[config.mk]
export PLATFORM = sky130hd
export DESIGN_NAME = first_fit_bitmap_allocator
export DESIGN_NICKNAME = d
export VERILOG_FILES = /design/src/rtl/ffba_pkg.sv /design/src/rtl/ffba_map_ram.sv /design/src/rtl/ffba_datapath.sv /design/src/rtl/ffba_ctrl.sv /design/src/rtl/first_fit_bitmap_allocator.sv
export SDC_FILE = /design/constraint.sdc
export NUM_CORES = 2
export LEC_CHECK = 0
export ABC_CLOCK_PERIOD_IN_PS = 26200
export CAP_MARGIN = 20
export CORE_MARGIN = 2
export CORE_UTILIZATION = 65
export DETAILED_ROUTE_END_ITERATION = 10
export DONT_BUFFER_PORTS = 1
export GPL_ROUTABILITY_DRIVEN = 1
export PLACE_DENSITY = 0.81
export SLEW_MARGIN = 40
export SYNTH_ARGS = -nofsm -noshare
export SYNTH_HDL_FRONTEND = slang
export SYNTH_SLANG_ARGS = --single-unit
[constraint.sdc]
create_clock -name clk -period 26.2 [get_ports clk]
set_input_delay 3.93 -clock clk [delete_from_list [all_inputs] [get_ports clk]]
set_output_delay 3.93 -clock clk [all_outputs]
set_load 0.01 [all_outputs]
[src/rtl/ffba_pkg.sv]
package ffba_pkg;

	// Field widths of the request and result.
	localparam int COUNT_W  = 10;
	localparam int START_W  = 10;
	localparam int STATUS_W = 2;

	// Bitmap storage is organized in 32-bit words and scanned one byte at a time.
	localparam int WORD_W   = 32;
	localparam int OFF_W    = 5;
	localparam int BYTE_W   = 8;
	localparam int BSEL_W   = 2;

	// Default pool sizes.
	localparam int DEF_RT_BLOCKS   = 64;
	localparam int DEF_USER_BLOCKS = 960;

	// Operation codes.
	localparam logic OP_ALLOC = 1'b0;
	localparam logic OP_FREE  = 1'b1;

	// Pool codes.
	localparam logic POOL_RT   = 1'b0;
	localparam logic POOL_USER = 1'b1;

	// Result status codes.
	localparam logic [STATUS_W-1:0] ST_OK     = 2'd0;
	localparam logic [STATUS_W-1:0] ST_NOFIT  = 2'd1;
	localparam logic [STATUS_W-1:0] ST_TOOBIG = 2'd2;

	// Commands from the controller to the datapath.
	typedef struct packed {
		logic                load;
		logic                scan_init;
		logic                scan_rd;
		logic                scan_step;
		logic                mark_alloc;
		logic                mark_free;
		logic                mark_rd;
		logic                mark_wr;
		logic                set_st;
		logic [STATUS_W-1:0] st_code;
	} cmd_t;

	// Status from the datapath to the controller.
	typedef struct packed {
		logic is_free;
		logic free_empty;
		logic too_big;
		logic zero_cnt;
		logic found;
		logic scan_end;
		logic byte_last;
		logic mark_last;
	} sts_t;

endpackage

[src/rtl/ffba_map_ram.sv]
module ffba_map_ram #(
	parameter int BLOCKS = ffba_pkg::DEF_RT_BLOCKS,
	parameter int WORDS  = (BLOCKS + ffba_pkg::WORD_W - 1) / ffba_pkg::WORD_W,
	parameter int AW     = (WORDS > 1) ? $clog2(WORDS) : 1
) (
	input  logic                        clk,
	input  logic                        arst_n,
	input  logic                        rd_en,
	input  logic [AW-1:0]               rd_addr,
	output logic [ffba_pkg::WORD_W-1:0] rd_data,
	input  logic                        wr_en,
	input  logic [AW-1:0]               wr_addr,
	input  logic [ffba_pkg::WORD_W-1:0] wr_data
);

	logic [ffba_pkg::WORD_W-1:0] mem [WORDS];
	logic [WORDS-1:0]            valid_q;
	logic [ffba_pkg::WORD_W-1:0] rd_data_q;

	// A word never written since reset reads as all free.
	always_ff @(posedge clk or negedge arst_n) begin
		if (!arst_n) begin
			valid_q <= '0;
		end else if (wr_en) begin
			valid_q[wr_addr] <= 1'b1;
		end
	end

	always_ff @(posedge clk) begin
		if (wr_en) begin
			mem[wr_addr] <= wr_data;
		end
		if (rd_en) begin
			rd_data_q <= valid_q[rd_addr] ? mem[rd_addr] : '0;
		end
	end

	assign rd_data = rd_data_q;

endmodule

[src/rtl/ffba_datapath.sv]
module ffba_datapath #(
	parameter int RT_BLOCKS   = ffba_pkg::DEF_RT_BLOCKS,
	parameter int USER_BLOCKS = ffba_pkg::DEF_USER_BLOCKS
) (
	input  logic                          clk,
	input  logic                          arst_n,
	input  ffba_pkg::cmd_t                cmd,
	output ffba_pkg::sts_t                sts,
	input  logic                          op,
	input  logic                          pool,
	input  logic [ffba_pkg::COUNT_W-1:0]  block_count,
	input  logic [ffba_pkg::START_W-1:0]  start_block,
	output logic [ffba_pkg::STATUS_W-1:0] status,
	output logic [ffba_pkg::START_W-1:0]  run_start
);

	localparam int MAXB   = (RT_BLOCKS > USER_BLOCKS) ? RT_BLOCKS : USER_BLOCKS;
	localparam int IW_MIN = $clog2(MAXB + ffba_pkg::BYTE_W);
	// Wide enough for any bit pointer and for start plus count.
	localparam int IW     = (IW_MIN > 11) ? IW_MIN : 11;
	localparam int WPW    = IW - ffba_pkg::OFF_W;
	localparam int RT_WORDS = (RT_BLOCKS + ffba_pkg::WORD_W - 1) / ffba_pkg::WORD_W;
	localparam int US_WORDS = (USER_BLOCKS + ffba_pkg::WORD_W - 1) / ffba_pkg::WORD_W;
	localparam int RT_AW  = (RT_WORDS > 1) ? $clog2(RT_WORDS) : 1;
	localparam int US_AW  = (US_WORDS > 1) ? $clog2(US_WORDS) : 1;
	localparam logic [ffba_pkg::WORD_W-1:0] ONES = '1;

	logic                          op_q;
	logic                          pool_q;
	logic [ffba_pkg::COUNT_W-1:0]  count_q;
	logic [ffba_pkg::START_W-1:0]  start_q;
	logic [ffba_pkg::STATUS_W-1:0] status_q;
	logic [ffba_pkg::START_W-1:0]  run_start_q;

	logic [IW-1:0]                 ptr_q;
	logic [ffba_pkg::COUNT_W-1:0]  run_q;
	logic [IW-1:0]                 first_q;
	logic [IW-1:0]                 lo_q;
	logic [IW-1:0]                 end_q;
	logic [WPW-1:0]                mw_q;

	logic [IW-1:0]                 size_v;
	logic [IW-1:0]                 count_x;
	logic [IW-1:0]                 start_x;
	logic [IW-1:0]                 free_end;
	logic [IW-1:0]                 ptr_nxt;
	logic [IW-1:0]                 alloc_end;
	logic [IW-1:0]                 last_idx;
	logic [WPW-1:0]                scan_word;
	logic [ffba_pkg::WORD_W-1:0]   rd_word;
	logic [ffba_pkg::WORD_W-1:0]   rt_rd_data;
	logic [ffba_pkg::WORD_W-1:0]   us_rd_data;
	logic [ffba_pkg::BYTE_W-1:0]   byte_v;
	logic [ffba_pkg::COUNT_W-1:0]  run_v;
	logic [IW-1:0]                 first_v;
	logic [IW-1:0]                 idx_v;
	logic                          found_v;
	logic [ffba_pkg::OFF_W-1:0]    lo_off;
	logic [ffba_pkg::OFF_W-1:0]    hi_off;
	logic [ffba_pkg::WORD_W-1:0]   mask;
	logic [ffba_pkg::WORD_W-1:0]   wr_word;
	logic                          any_rd;
	logic [WPW-1:0]                rd_word_addr;

	assign size_v   = pool_q ? IW'(USER_BLOCKS) : IW'(RT_BLOCKS);
	assign count_x  = IW'(count_q);
	assign start_x  = IW'(start_q);
	assign free_end = ((start_x + count_x) > size_v) ? size_v : (start_x + count_x);
	assign ptr_nxt  = ptr_q + IW'(ffba_pkg::BYTE_W);
	assign alloc_end = first_q + count_x;
	assign last_idx = end_q - IW'(1);

	assign sts.is_free    = (op_q == ffba_pkg::OP_FREE);
	assign sts.free_empty = (start_x >= size_v) || (count_q == '0);
	assign sts.too_big    = (count_x > size_v);
	assign sts.zero_cnt   = (count_q == '0);
	assign sts.found      = found_v;
	assign sts.scan_end   = (ptr_nxt >= size_v);
	assign sts.byte_last  = (ptr_q[ffba_pkg::OFF_W-1 -: ffba_pkg::BSEL_W] == '1);
	assign sts.mark_last  = (mw_q == last_idx[IW-1:ffba_pkg::OFF_W]);

	// One byte of the bitmap per scan step: track the current free run.
	assign rd_word = pool_q ? us_rd_data : rt_rd_data;
	assign byte_v  = ffba_pkg::BYTE_W'(rd_word >> {ptr_q[ffba_pkg::OFF_W-1:0]});

	always_comb begin
		run_v   = run_q;
		first_v = first_q;
		found_v = 1'b0;
		idx_v   = ptr_q;
		for (int k = 0; k < ffba_pkg::BYTE_W; k++) begin
			idx_v = ptr_q + IW'(k);
			if ((idx_v < size_v) && !found_v) begin
				if (!byte_v[k]) begin
					if (run_v == '0) begin
						first_v = idx_v;
					end
					run_v = run_v + ffba_pkg::COUNT_W'(1);
					if (run_v == count_q) begin
						found_v = 1'b1;
					end
				end else begin
					run_v = '0;
				end
			end
		end
	end

	// Mask of the run bits that fall in the word being marked.
	always_comb begin
		lo_off = (mw_q == lo_q[IW-1:ffba_pkg::OFF_W]) ? lo_q[ffba_pkg::OFF_W-1:0] : '0;
		hi_off = sts.mark_last ? last_idx[ffba_pkg::OFF_W-1:0] : '1;
		mask   = (ONES << lo_off) & (ONES >> (ffba_pkg::OFF_W'(ffba_pkg::WORD_W - 1) - hi_off));
		wr_word = sts.is_free ? (rd_word & ~mask) : (rd_word | mask);
	end

	assign scan_word    = cmd.scan_step ? ptr_nxt[IW-1:ffba_pkg::OFF_W]
	                                    : ptr_q[IW-1:ffba_pkg::OFF_W];
	assign rd_word_addr = cmd.mark_rd ? mw_q : scan_word;
	assign any_rd       = cmd.scan_rd || cmd.mark_rd;

	ffba_map_ram #(
		.BLOCKS(RT_BLOCKS)
	) u_rt_map (
		.clk     (clk),
		.arst_n  (arst_n),
		.rd_en   (any_rd && (pool_q == ffba_pkg::POOL_RT)),
		.rd_addr (RT_AW'(rd_word_addr)),
		.rd_data (rt_rd_data),
		.wr_en   (cmd.mark_wr && (pool_q == ffba_pkg::POOL_RT)),
		.wr_addr (RT_AW'(mw_q)),
		.wr_data (wr_word)
	);

	ffba_map_ram #(
		.BLOCKS(USER_BLOCKS)
	) u_user_map (
		.clk     (clk),
		.arst_n  (arst_n),
		.rd_en   (any_rd && (pool_q == ffba_pkg::POOL_USER)),
		.rd_addr (US_AW'(rd_word_addr)),
		.rd_data (us_rd_data),
		.wr_en   (cmd.mark_wr && (pool_q == ffba_pkg::POOL_USER)),
		.wr_addr (US_AW'(mw_q)),
		.wr_data (wr_word)
	);

	always_ff @(posedge clk) begin
		if (cmd.load) begin
			op_q        <= op;
			pool_q      <= pool;
			count_q     <= block_count;
			start_q     <= start_block;
			status_q    <= ffba_pkg::ST_OK;
			run_start_q <= '0;
		end
		if (cmd.set_st) begin
			status_q <= cmd.st_code;
		end
		if (cmd.scan_init) begin
			ptr_q   <= '0;
			run_q   <= '0;
			first_q <= '0;
		end else if (cmd.scan_step) begin
			ptr_q   <= ptr_nxt;
			run_q   <= run_v;
			first_q <= first_v;
		end
		if (cmd.mark_alloc) begin
			lo_q        <= first_q;
			end_q       <= alloc_end;
			mw_q        <= first_q[IW-1:ffba_pkg::OFF_W];
			run_start_q <= first_q[ffba_pkg::START_W-1:0];
		end else if (cmd.mark_free) begin
			lo_q  <= start_x;
			end_q <= free_end;
			mw_q  <= start_x[IW-1:ffba_pkg::OFF_W];
		end else if (cmd.mark_wr) begin
			mw_q <= mw_q + WPW'(1);
		end
	end

	assign status    = status_q;
	assign run_start = run_start_q;

endmodule

[src/rtl/ffba_ctrl.sv]
module ffba_ctrl (
	input  logic           clk,
	input  logic           arst_n,
	input  logic           start,
	output logic           busy,
	output logic           done,
	output ffba_pkg::cmd_t cmd,
	input  ffba_pkg::sts_t sts
);

	localparam logic [2:0] S_IDLE     = 3'd0;
	localparam logic [2:0] S_CHECK    = 3'd1;
	localparam logic [2:0] S_SCAN_RD  = 3'd2;
	localparam logic [2:0] S_SCAN     = 3'd3;
	localparam logic [2:0] S_MARK_SET = 3'd4;
	localparam logic [2:0] S_MARK_RD  = 3'd5;
	localparam logic [2:0] S_MARK_WR  = 3'd6;
	localparam logic [2:0] S_DONE     = 3'd7;

	logic [2:0] state_q;
	logic [2:0] state_nxt;

	assign busy = (state_q != S_IDLE) && (state_q != S_DONE);
	assign done = (state_q == S_DONE);

	always_comb begin
		state_nxt = state_q;
		cmd       = '0;
		case (state_q)
			S_IDLE, S_DONE: begin
				if (start) begin
					cmd.load  = 1'b1;
					state_nxt = S_CHECK;
				end else begin
					state_nxt = S_IDLE;
				end
			end
			S_CHECK: begin
				if (sts.is_free) begin
					if (sts.free_empty) begin
						cmd.set_st  = 1'b1;
						cmd.st_code = ffba_pkg::ST_OK;
						state_nxt   = S_DONE;
					end else begin
						cmd.mark_free = 1'b1;
						state_nxt     = S_MARK_RD;
					end
				end else if (sts.too_big) begin
					cmd.set_st  = 1'b1;
					cmd.st_code = ffba_pkg::ST_TOOBIG;
					state_nxt   = S_DONE;
				end else if (sts.zero_cnt) begin
					cmd.set_st  = 1'b1;
					cmd.st_code = ffba_pkg::ST_NOFIT;
					state_nxt   = S_DONE;
				end else begin
					cmd.scan_init = 1'b1;
					state_nxt     = S_SCAN_RD;
				end
			end
			S_SCAN_RD: begin
				cmd.scan_rd = 1'b1;
				state_nxt   = S_SCAN;
			end
			S_SCAN: begin
				cmd.scan_step = 1'b1;
				if (sts.found) begin
					state_nxt = S_MARK_SET;
				end else if (sts.scan_end) begin
					cmd.set_st  = 1'b1;
					cmd.st_code = ffba_pkg::ST_NOFIT;
					state_nxt   = S_DONE;
				end else if (sts.byte_last) begin
					// Fetch the next word while the last byte of this one is scanned.
					cmd.scan_rd = 1'b1;
				end
			end
			S_MARK_SET: begin
				cmd.mark_alloc = 1'b1;
				state_nxt      = S_MARK_RD;
			end
			S_MARK_RD: begin
				cmd.mark_rd = 1'b1;
				state_nxt   = S_MARK_WR;
			end
			S_MARK_WR: begin
				cmd.mark_wr = 1'b1;
				if (sts.mark_last) begin
					cmd.set_st  = 1'b1;
					cmd.st_code = ffba_pkg::ST_OK;
					state_nxt   = S_DONE;
				end else begin
					state_nxt = S_MARK_RD;
				end
			end
			default: begin
				state_nxt = S_IDLE;
			end
		endcase
	end

	always_ff @(posedge clk or negedge arst_n) begin
		if (!arst_n) begin
			state_q <= S_IDLE;
		end else begin
			state_q <= state_nxt;
		end
	end

endmodule

[src/rtl/first_fit_bitmap_allocator.sv]
// First-fit allocator over two block pools, each kept as a used/free bitmap.
// A request is accepted at a rising edge where start is high and busy is low.
// It carries op (allocate or free), pool (realtime or user), block_count and
// start_block. Every request gives exactly one result: status and run_start
// are valid for the single cycle in which done is high, and the receiver
// takes them at the edge that ends that cycle. The receiver cannot stall.
// An allocate scans the chosen pool from block 0 for the first run of
// block_count free blocks, one byte of the bitmap per cycle, then marks the
// run used with a read-modify-write of each 32-bit word it covers, a read
// state followed by a write state. A free clears the run, clipped to the pool
// end, in the same way. A rejected or empty request goes from the check
// straight to done. The scan rate is set by the byte-wide run tracker and the
// single read port of each bitmap.
// A new request may be accepted in the cycle that done is high.
// Reset clears both bitmaps at once through per-word valid flags, so the
// block is ready in the first cycle after reset is released.
module first_fit_bitmap_allocator #(
	parameter int RT_BLOCKS   = ffba_pkg::DEF_RT_BLOCKS,
	parameter int USER_BLOCKS = ffba_pkg::DEF_USER_BLOCKS
) (
	input  logic                          clk,
	input  logic                          arst_n,
	input  logic                          start,
	output logic                          busy,
	input  logic                          op,
	input  logic                          pool,
	input  logic [ffba_pkg::COUNT_W-1:0]  block_count,
	input  logic [ffba_pkg::START_W-1:0]  start_block,
	output logic                          done,
	output logic [ffba_pkg::STATUS_W-1:0] status,
	output logic [ffba_pkg::START_W-1:0]  run_start
);

	// Commands and status between the sequencer and the bitmap datapath.
	ffba_pkg::cmd_t cmd;
	ffba_pkg::sts_t sts;

	// The controller walks each request through check, scan and mark phases; a free skips the scan.
	ffba_ctrl u_ctrl (
		.clk    (clk),
		.arst_n (arst_n),
		.start  (start),
		.busy   (busy),
		.done   (done),
		.cmd    (cmd),
		.sts    (sts)
	);

	// The datapath holds the request, both bitmaps, the run tracker and the result.
	ffba_datapath #(
		.RT_BLOCKS   (RT_BLOCKS),
		.USER_BLOCKS (USER_BLOCKS)
	) u_datapath (
		.clk         (clk),
		.arst_n      (arst_n),
		.cmd         (cmd),
		.sts         (sts),
		.op          (op),
		.pool        (pool),
		.block_count (block_count),
		.start_block (start_block),
		.status      (status),
		.run_start   (run_start)
	);

endmodule
==> parameters.txt <==
Parameter                              Value

Worst setup path
  Count of cells along the worst register-to-register path    44
  Cell with the largest stage delay on the worst path    o32ai_1
  Worst Setup SP    u_datapath.pool_q$_DFFE_PP_
  Worst Path Arrival    15.44 ns
  Worst setup SP type    flop
  R2r startpoint    u_datapath.pool_q$_DFFE_PP_
  WP data required    26.54 ns
  Endpoint kind of the worst setup timing path    flop
  Worst reg2reg path endpoint    u_datapath.u_rt_map.rd_data[27]$_SDFFCE_PN0P_
  Type of the worst setup path    flop to flop
  Largest stage delay, worst path    0.83 ns
  Critical path fanouts, max    32
  Capturing instance or port of the critical path    u_datapath.u_rt_map.rd_data[27]$_SDFFCE_PN0P_
  FF-to-FF setup slack    11.10 ns

Global routing
  Overflow left after global routing    0
  Maximum number of pins on one net before global-route repair    170
  Number of antenna violations at the first check in global routing    4
  GRT Overall Usage    0.3503
  Wire length of the first global-routing pass    237.2 mm
  Vias in the first global route    37,756

Worst hold path
  Worst hold path type    flop to flop
  HP Start    u_datapath.u_user_map.valid_q[19]$_DFFE_PN0P_

STA
  Hold slack    0.4668 ns
  Slew at the pin with the worst max-slew slack    0.9136 ns
  Achievable clock frequency    66.22 MHz
  RSZ-0062 raised after global routing    no
  Post-layout minimum cycle time    15.10 ns
  Final Hold Viols    0
  Worst relative slew slack    0.3910
  Number of max-slew violations in the final report    0
  Setup TNS Final    0 ns
  Final setup violation count    0
  Worst setup slack after layout    11.10 ns
  Clock Skews    0.04246 ns
  Fin crit share    0.5763

Run status
  Result of the run    completed

Clock tree
  H-Tree Depth    3
  Clock tree from TritonCTS    done
  Clock buffer count from CTS    115
  Clock latency on the worst-skew pair    0.73 ns
  Hold buffers post-CTS    0
  CTS root buf    clkbuf_16
  Number of buffers inserted by post-CTS setup repair    0
  Number of gates resized after cts    0
  TritonCTS Sinks    1,214
  Number of buffers on the longest clock path    3
  Worst-path clk slew    0.07 ns

Detailed routing
  Number of DRC markers after the initial detailed-route iteration    5,326
  Average wire per cell in the routed design    28.12 um
  Final wirelength    161.3 mm
  Remaining antenna violation count    0
  Length of the first detailed-routing pass in iterations    6
  Via density per instance    6.936
  Final routed DRC violation total    0
  Total vias in the final route    39,801

Logic synthesis
  Syn avg cell area    12.75 um2
  Sequential share of the synthesized area    0.6243
  Top-area cell type share of the netlist area    0.5990
  Top post-synthesis cells by area    edfxtp_1, mux2i_1, nand2_1
  #FFs+latches synth    1,214
  Net count of the mapped netlist    4,606
  Share of async-settable or async-resettable flops after synthesis    0.02883
  Distinct cells, synth    118
  Number of standard cells after synthesis    4,521
  Post-synth design cell area    57,650 um2
  Post-synth EDFFs    1,150
  Count of synthesis-stage warnings from yosys    0
  Largest area contributor in the netlist    edfxtp_1
  Most instantiated flip-flop cell in the synthesis netlist    edfxtp_1

Floorplanning
  Die span in x    301.8 um
  Area of the core    88,100 um2
  Die area    91,090 um2
  Y dimension of the die    301.8 um
  Starting density of the core    0.6543
  Total number of placement rows    109
  Number of I/O pins    39

Finish
  Share of final-layout standard cells stronger than drive strength 1    0.1286
  Nets    4,560
  Post-synthesis to final-layout area growth    9.980%
  Share of the core filled with cells in the final layout    0.7196

Place
  Final weighted congestion in routability-driven placement    0.9542
  Placement-stage worst setup slack    11.49 ns
  HPWL after detailed placement    93.83 mm
  Count of input and output buffers    0

Pwr
  Maximum VDD drop    0.1382 mV
  Reported leakage power    23.02 nW
  Pwr dens    120.8 nW/um2

Job
  Number of maximum-capacitance violations    0
final cells by class:
type / count / area [um2]
Sequential cell: 1214 / 35990
Fill cell: 5681 / 24700
Multi-Input combinational cell: 2949 / 20820
Clock buffer: 141 / 3113
Tap cell: 1165 / 1458
Timing Repair Buffer: 127 / 1142
Clock inverter: 72 / 614.3
Inverter: 68 / 255.2
Antenna cell: 2 / 5.005
worst max-delay path: cells and delay by family (launching register included):
family	cells	cell delay, ns
adder cells (fa/ha/maj)	4	1.39
flip-flops	1	0.56
XOR/XNOR	2	0.30
AO/OA/AOI/OAI	17	5.57
AND/OR/NAND/NOR	13	4.77
buffers and inverters	8	2.07
state kept, by name (all words and copies together), names as in the netlist, 2 cells and up:
register                       cells
u_datapath.u_user_map.mem        960
u_datapath.u_rt_map.mem           64
u_datapath.u_rt_map.rd_data       32
u_datapath.u_user_map.rd_data     32
u_datapath.u_user_map.valid_q     30
u_datapath.end_q                  11
u_datapath.first_q                11
u_datapath.lo_q                   11
u_datapath.count_q                10
u_datapath.run_q                  10
u_datapath.run_start              10
u_datapath.start_q                10
u_datapath.ptr_q                   8
u_datapath.mw_q                    6
u_ctrl.state_q                     3
u_datapath.status                  2
u_datapath.u_rt_map.valid_q        2
cells by family after synthesis:
kind of cell,share of synthesized area
AOI/OAI and AO/OA,0.1072
and+or+nand+nor,0.1071
adders and majority gates,0.01328
DFF,0.6243
muxes,0.1007
buffers and inverters,0.02444
xor gates and xnor gates,0.02294
power by group:
group	internal (mW)	switching (mW)	leakage, nW
combinational	1.25	2.36	10.1
sequential	2.32	0.0937	11.1
clock	0.923	0.716	1.82
total	4.49	3.17	23.0
cell usage in the layout, fill, tap and decap left out, drive strengths merged, types with 14 or more instances in the layout:
| cell | count |
|---|---|
| o31ai | 21 |
| mux2i | 446 |
| o311ai | 36 |
| mux2 | 111 |
| clkinv | 56 |
| xor2 | 35 |
| nand2b | 17 |
| and3 | 37 |
| or2 | 44 |
| or3 | 19 |
| nand4 | 41 |
| and2 | 25 |
| o211ai | 21 |
| a31oi | 59 |
| nor2 | 355 |
| nand3 | 97 |
| nand2 | 498 |
| dfxtp | 29 |
| xnor2 | 92 |
| a22o | 16 |
| clkbuf | 141 |
| o22ai | 22 |
| a211oi | 133 |
| nor4 | 35 |
| a211o | 14 |
| a21o | 30 |
| dfrtp | 35 |
| ha | 58 |
| nor3 | 97 |
| a311oi | 70 |
| buf | 127 |
| edfxtp | 1150 |
| a21oi | 159 |
| inv | 73 |
| o21ai | 127 |
routing by layer:
metal / vias to the layer above / wire [um] / global-route usage / part of all wire
li1: 17212 / - / - / -
met4: 0 / 6629 / 0.1378 / 0.041
met1: 19673 / 63200 / 0.5001 / 0.39
met3: 420 / 17690 / 0.06859 / 0.11
met5: - / 0 / 0 / 0
met2: 2496 / 73810 / 0.5372 / 0.46
through the flow:
step	area, um2	instances	total power, mW
global placement	59360	5510	5.851
global route	63400	5738	7.996
finish	63400	5738	7.660
detailed placement	59500	5517	5.928
CTS	63230	5730	7.568
floorplan	57650	4521	4.938
cells in the mapped netlist, types with 10 or more instances:
cell type and number:
edfxtp_1 1150, nand2_1 497, mux2i_1 446, nor2_1 352, clkbuf_1 197, a21oi_1 155, a211oi_1 131, o21ai_0 118
mux2_2 111, nand3_1 97, nor3_1 95, xnor2_1 91, a311oi_1 70, inv_1 66, buf_1 63, a31oi_1 58
ha_1 58, or2_2 44, nand4_1 41, and3_1 37, o311ai_0 36, dfrtp_1 35, xor2_1 35, nor4_1 33
a21o_1 30, dfxtp_1 29, buf_2 25, and2_1 24, o211ai_1 20, o31ai_1 20, o22ai_1 19, or3_1 19
nand2b_1 17, a211o_1 14, a22o_1 14, a22oi_1 12, nor2b_1 12, o21a_1 12, o21bai_1 12, or4_1 10
how the worst min path moves through the flow:
stage,endpoint,slack (ns),cells past startpoint
after CTS,u_datapath.u_user_map.valid_q[0]$_DFFE_PN0P_,0.47,1
after floorplan,u_datapath.u_user_map.valid_q[0]$_DFFE_PN0P_,0.43,1
final,u_datapath.u_user_map.valid_q[19]$_DFFE_PN0P_,0.47,1
after detailed placement,u_datapath.u_user_map.valid_q[0]$_DFFE_PN0P_,0.45,1
after global routing,u_datapath.u_user_map.valid_q[22]$_DFFE_PN0P_,0.48,1
after global placement,u_datapath.u_user_map.valid_q[0]$_DFFE_PN0P_,0.45,1
No activity file was read; power rests on OpenSTA's default activity.
